<file path="config.mk">
export PLATFORM = sky130hd
export DESIGN_NAME = ptm_ctrl
export DESIGN_NICKNAME = d
export VERILOG_FILES = /design/src/ptm_pkg.sv /design/src/ptm_ctrl.sv
export SDC_FILE = /design/constraint.sdc
export NUM_CORES = 1
export LEC_CHECK = 0
export BUFFER_PORTS_ARGS = -buffer_cell sky130_fd_sc_hd__buf_2
export CORE_AREA = 3 3 40 42
export DETAILED_ROUTE_END_ITERATION = 10
export DIE_AREA = 0 0 43 45
export GPL_ROUTABILITY_DRIVEN = 0
export PLACE_DENSITY = 0.42
export SLEW_MARGIN = 20
export SYNTH_ARGS = -nofsm -noshare
export SYNTH_HDL_FRONTEND = slang
export SYNTH_SLANG_ARGS = --single-unit
</file>
<file path="constraint.sdc">
create_clock -name clk -period 1.4 [get_ports clk]
set_input_delay 0.28 -clock clk [delete_from_list [all_inputs] [get_ports clk]]
set_output_delay 0.28 -clock clk [all_outputs]
set_load 0.02 [all_outputs]
</file>
<file path="src/ptm_pkg.sv">
`timescale 1ns / 1ps
// ----------------------------------------------------------------------------
// ptm_pkg
// Shared types and constants of the two-level page table manager.
// ----------------------------------------------------------------------------
package ptm_pkg;

  // size of the page table pool
  localparam int TABLE_SLOTS = 16;
  localparam int SLOT_W      = (TABLE_SLOTS > 1) ? $clog2(TABLE_SLOTS) : 1;
  localparam int USED_W      = $clog2(TABLE_SLOTS + 1);
  localparam int DIR_DEPTH   = 1024;
  localparam int TAB_LEN     = 1024;
  localparam int TAB_DEPTH   = (1 << SLOT_W) * TAB_LEN;
  localparam int DIR_W       = 24;
  localparam int PTE_W       = 23;

  // directory entry bits
  localparam int D_P  = 0;
  localparam int D_RW = 1;
  localparam int D_US = 2;
  localparam int D_PS = 7;

  // table entry bits
  localparam int T_P  = 20;

  localparam logic [10:0] DIR_COUNT = 11'd1024;
  localparam logic [10:0] IDENT_RESET = 11'd224;

  typedef enum logic [2:0] {
    OP_MAP   = 3'd0,
    OP_UNMAP = 3'd1,
    OP_PROBE = 3'd2,
    OP_DROP  = 3'd3,
    OP_LOAD  = 3'd4
  } op_t;

  typedef enum logic [2:0] {
    ST_OK         = 3'd0,
    ST_LARGE      = 3'd1,
    ST_NO_SLOT    = 3'd2,
    ST_MAPPED     = 3'd3,
    ST_NOT_MAPPED = 3'd4
  } status_t;

  typedef enum logic [2:0] {
    S_CLR,
    S_IDLE,
    S_DRD,
    S_TRD,
    S_EXEC,
    S_TCLR,
    S_DROP,
    S_DONE
  } state_t;

  // controller to datapath
  typedef struct packed {
    logic capture;
    logic pde_load;
    logic exec;
    logic clr;
    logic tclr;
    logic drop;
    logic done;
  } cmd_t;

  // datapath to controller
  typedef struct packed {
    logic last;
    logic new_slot;
    logic is_drop;
    logic drop_empty;
    logic out_free;
  } stat_t;

endpackage

</file>
<file path="src/ptm_ctrl.sv">
`timescale 1ns / 1ps
// ----------------------------------------------------------------------------
// ptm_ctrl
// Sequencer: reset clear, read directory, read table, execute, sweeps, result.
// ----------------------------------------------------------------------------
module ptm_ctrl import ptm_pkg::*; (
  input  logic  clk,
  input  logic  rst,
  input  logic  in_valid,
  output logic  in_stall,
  input  stat_t st,
  output cmd_t  cmd
);

  state_t state, state_next;

  // state register
  always_ff @(posedge clk) begin
    if (rst) begin
      state <= S_CLR;
    end else begin
      state <= state_next;
    end
  end

  // next state
  always_comb begin
    state_next = state;
    case (state)
      S_CLR:  if (st.last) state_next = S_IDLE;
      S_IDLE: if (in_valid) state_next = S_DRD;
      S_DRD:  state_next = S_TRD;
      S_TRD:  state_next = S_EXEC;
      S_EXEC: begin
        if (st.new_slot) begin
          state_next = S_TCLR;
        end else if (st.is_drop && !st.drop_empty) begin
          state_next = S_DROP;
        end else begin
          state_next = S_DONE;
        end
      end
      S_TCLR: if (st.last) state_next = S_DONE;
      S_DROP: if (st.last) state_next = S_DONE;
      S_DONE: if (st.out_free) state_next = S_IDLE;
      default: state_next = S_IDLE;
    endcase
  end

  // outputs
  always_comb begin
    cmd         = '0;
    in_stall    = 1'b1;
    case (state)
      S_CLR:  cmd.clr = 1'b1;
      S_IDLE: begin
        in_stall    = 1'b0;
        cmd.capture = in_valid;
      end
      S_DRD:  ;
      S_TRD:  cmd.pde_load = 1'b1;
      S_EXEC: cmd.exec = 1'b1;
      S_TCLR: cmd.tclr = 1'b1;
      S_DROP: cmd.drop = 1'b1;
      S_DONE: cmd.done = 1'b1;
      default: ;
    endcase
  end

endmodule

</file>
==> results.md <==
- Final #Nets: 62
- Hold path cells: 2
- Post-synth cell types: 21
- Switching power total: 0.1872 mW
- Yosys top cell area share: 22.22%
- Comb power frac: 40.6%
- Slew headroom: 84.34%
- Largest register FFs: 3
- Antenna Nets Post-Route: 0
- Share of layout cells above drive strength 1: 58.49%
- Mux cell area share after synthesis: 0%
- Type of origin of the critical path: register
- Syn Nets: 42
- Final worst path period share: 95.15%
- Initial DRC count: 0
- Drt total wl: 660 µm
- Hold path endpoint: state[1]
- Min-delay worst type: input port to register
- Peak VDD IR: 0.3056 mV
- Crit-path slowest cell: dfxtp_4
- Total gr overflow: 0
- Worst r2r dst: state[1]
- Clk buf depth: 2
- Largest net degree at the start of global routing: 13
- Row cnt: 13
- Lkg Pwr: 0.1940 nW
- Register share of total power: 29.4%
- # DRC: 0
- Max incr delay on CP: 0.37 ns
- Reg-to-Reg Start: state[2]
- Avg Synthesized Cell Area: 7.949 µm²
- Area share of fa/ha/maj cells after synthesis: 0%
- #FFs+latches synth: 3
- Mapped cell area: 270.3 µm²
- Vias in the first global route: 265
- Synth Flop Type: dfxtp_1
- Worst-skew pair later-pin latency: 0.23 ns
- Max Cap Viol: 0
- Clk slew on worst S/H paths: 0.04 ns
- CP max FO: 8
- Worst path cell trace: nor2b_4 -> nand2b_2 -> nor2_2 -> buf_4
- Final setup fails: 0
- Hold slack: 0.2462 ns
- Top-Level Pins: 16
- Status: finished clean
- Arrival time worst endpoint: 1.05 ns
- Synth warnings: 0
- Fmax: 750.7 MHz
- R2R cell count: 4
- Most flops, register: state
- First-pass GRT wire length: 1.090 mm
- Clock power frac: 30.0%
- TritonRoute pass-1 iters: 1
- Switching Share: 37.54%
- Cell Int Power: 0.3114 mW
- Final hold violations: 0
- Top flop regs: state x3
- CTS root buf: clkbuf_4
- Xor-xnor portion of the synthesized cell area: 0%
- H-tree Lvls: 1
- Pins over their slew limit: 0
- Hpwl dp: 505.4 µm
- Vias: 294
- DIE HEIGHT: 45 µm
- Port bufs: 15
- Minimum clock period: 1.332 ns
- GR Util All Layers: 7.571%
- Core area: 1285 µm²
- TritonCTS Buffers: 3
- Hold-fix buffers, CTS: 0
- Layout area overhead: 47.22%
- Leading area contributor after synthesis: dfxtp_1
- Final Util: 30.96%
- Pwr Density: 1253 nW/µm²
- Post-synth ARST share: 0%
- Crit Path Category: register to output pin
- Hold_sp: rst
- Synth top cells by count: 3 x a211oi_2, 3 x dfxtp_1, 3 x nand2b_1, 3 x nor2_1
- Mapped Cells: 34
- Initial Utilization: 21.03%
- Die width: 43 µm
- Die Area: 1935 µm²
- Crit. End Element: output pin
- Initial antenna violation count: 0
- Via density per instance: 4.324
- TritonCTS clock tree: done
- Post-synthesis simple-gate area fraction: 40.74%
- FF-to-FF setup slack: 0.36 ns
- Sinks on Clock Net: 3
- Worst-Margin Slew: 0.2324 ns
- Antenna cells: 0
- Wire per inst: 9.706 µm
- Worst EP required: 1.12 ns
- Post-synth EDFFs: 0
- Top cells by area, synth: dfxtp_1 22%, a211oi_2 14%, nand2b_1 6.9%
- Layout Skew: 0.00001542 ns
- Post-synthesis compound-gate area fraction: 25.93%
- Largest family of logic cells by synthesized area: simple AND/OR/NAND/NOR gates
- Sequential element share of the synthesized area: 22.22%
- RSZ-0062 raised after global routing: yes
## final cells by class
type / count / area [µm²]
tap: 15 / 18.77
timing repair buffer: 17 / 92.59
sequential: 3 / 68.82
fill: 152 / 887.1
multi-input combinational: 26 / 180.2
clock buffer: 4 / 26.28
inverter: 3 / 11.26
## power by group through the flow
stage,sequential [mW],clock [mW],combinational (mW)
CTS,0.145,0.160,0.192
floorplan,0.117,0,0.172
detailed placement,0.141,0,0.192
finish,0.147,0.150,0.202
global placement,0.141,0,0.194
global route,0.152,0.168,0.221
## kinds of logic (layout without fill, tap and decap cells)
group           Yosys count  in the layout
simple gates             18             18
compound gates            8              8
flops                     3              3
buf+inv                   5             24
## cell usage in the layout (no fill, tap or decap)
cell / Yosys / layout
a211oi_2: 3 / 3
a21oi_1: 2 / 2
and2_1: 1 / 1
and2b_1: 1 / 1
and3_1: 2 / 2
and3_2: 1 / 1
buf_2: 0 / 14
buf_4: 1 / 3
clkbuf_1: 0 / 1
clkbuf_4: 0 / 3
dfxtp_2: 0 / 1
dfxtp_4: 0 / 2
inv_1: 2 / 2
inv_2: 1 / 1
nand2_1: 2 / 2
nand2b_1: 3 / 3
nand2b_2: 1 / 1
nor2_1: 3 / 3
nor2_2: 1 / 1
nor2b_4: 1 / 1
nor3_1: 2 / 2
o21ai_0: 1 / 1
o221ai_1: 1 / 1
o2bb2ai_1: 1 / 1
## critical path: cells and delay by family (launching register included)
family                 cells  cell delay [ns]
flip-flops                 1             0.37
AND/OR/NAND/NOR            3             0.31
buffers and inverters      1             0.14
## through the flow
stage	std cells	area, µm²	total power [mW]	setup WS, ns	setup TNS (ns)
after detailed placement	63	352.8	0.3327	0.1575	0
after floorplan	34	270.3	0.2892	0.1770	0
after CTS	67	385.4	0.4975	0.02021	0
after global placement	63	352.8	0.3346	0.1540	0
after global routing	68	397.9	0.5414	-0.001340	-0.001340
final	68	397.9	0.4986	0.06790	0
## per-layer routing
metal,wire (µm),track usage [%],up-vias
met5,0,0,-
met4,0,7.229,0
met3,55,1.594,0
met2,280,9.281,11
met1,323,10.58,124
li1,-,-,159
## worst max-delay path by stage
stage                   from  slack [ns]      to  cells past startpoint
global route        state[0]      -0.001  cmd[6]                      4
CTS                 state[0]        0.02  cmd[6]                      4
finish              state[0]        0.07  cmd[6]                      4
detailed placement  state[0]        0.16  cmd[6]                      4
global placement    state[0]        0.15  cmd[6]                      4
floorplan           state[2]        0.18  cmd[3]                      2
## what timing repair did
action / in CTS / in global routing
endpoints found under the setup margin: 7 / 3
setup buffers: 0 / 1
resized for setup: 4 / 2
Power figures use the tool's default switching activity.
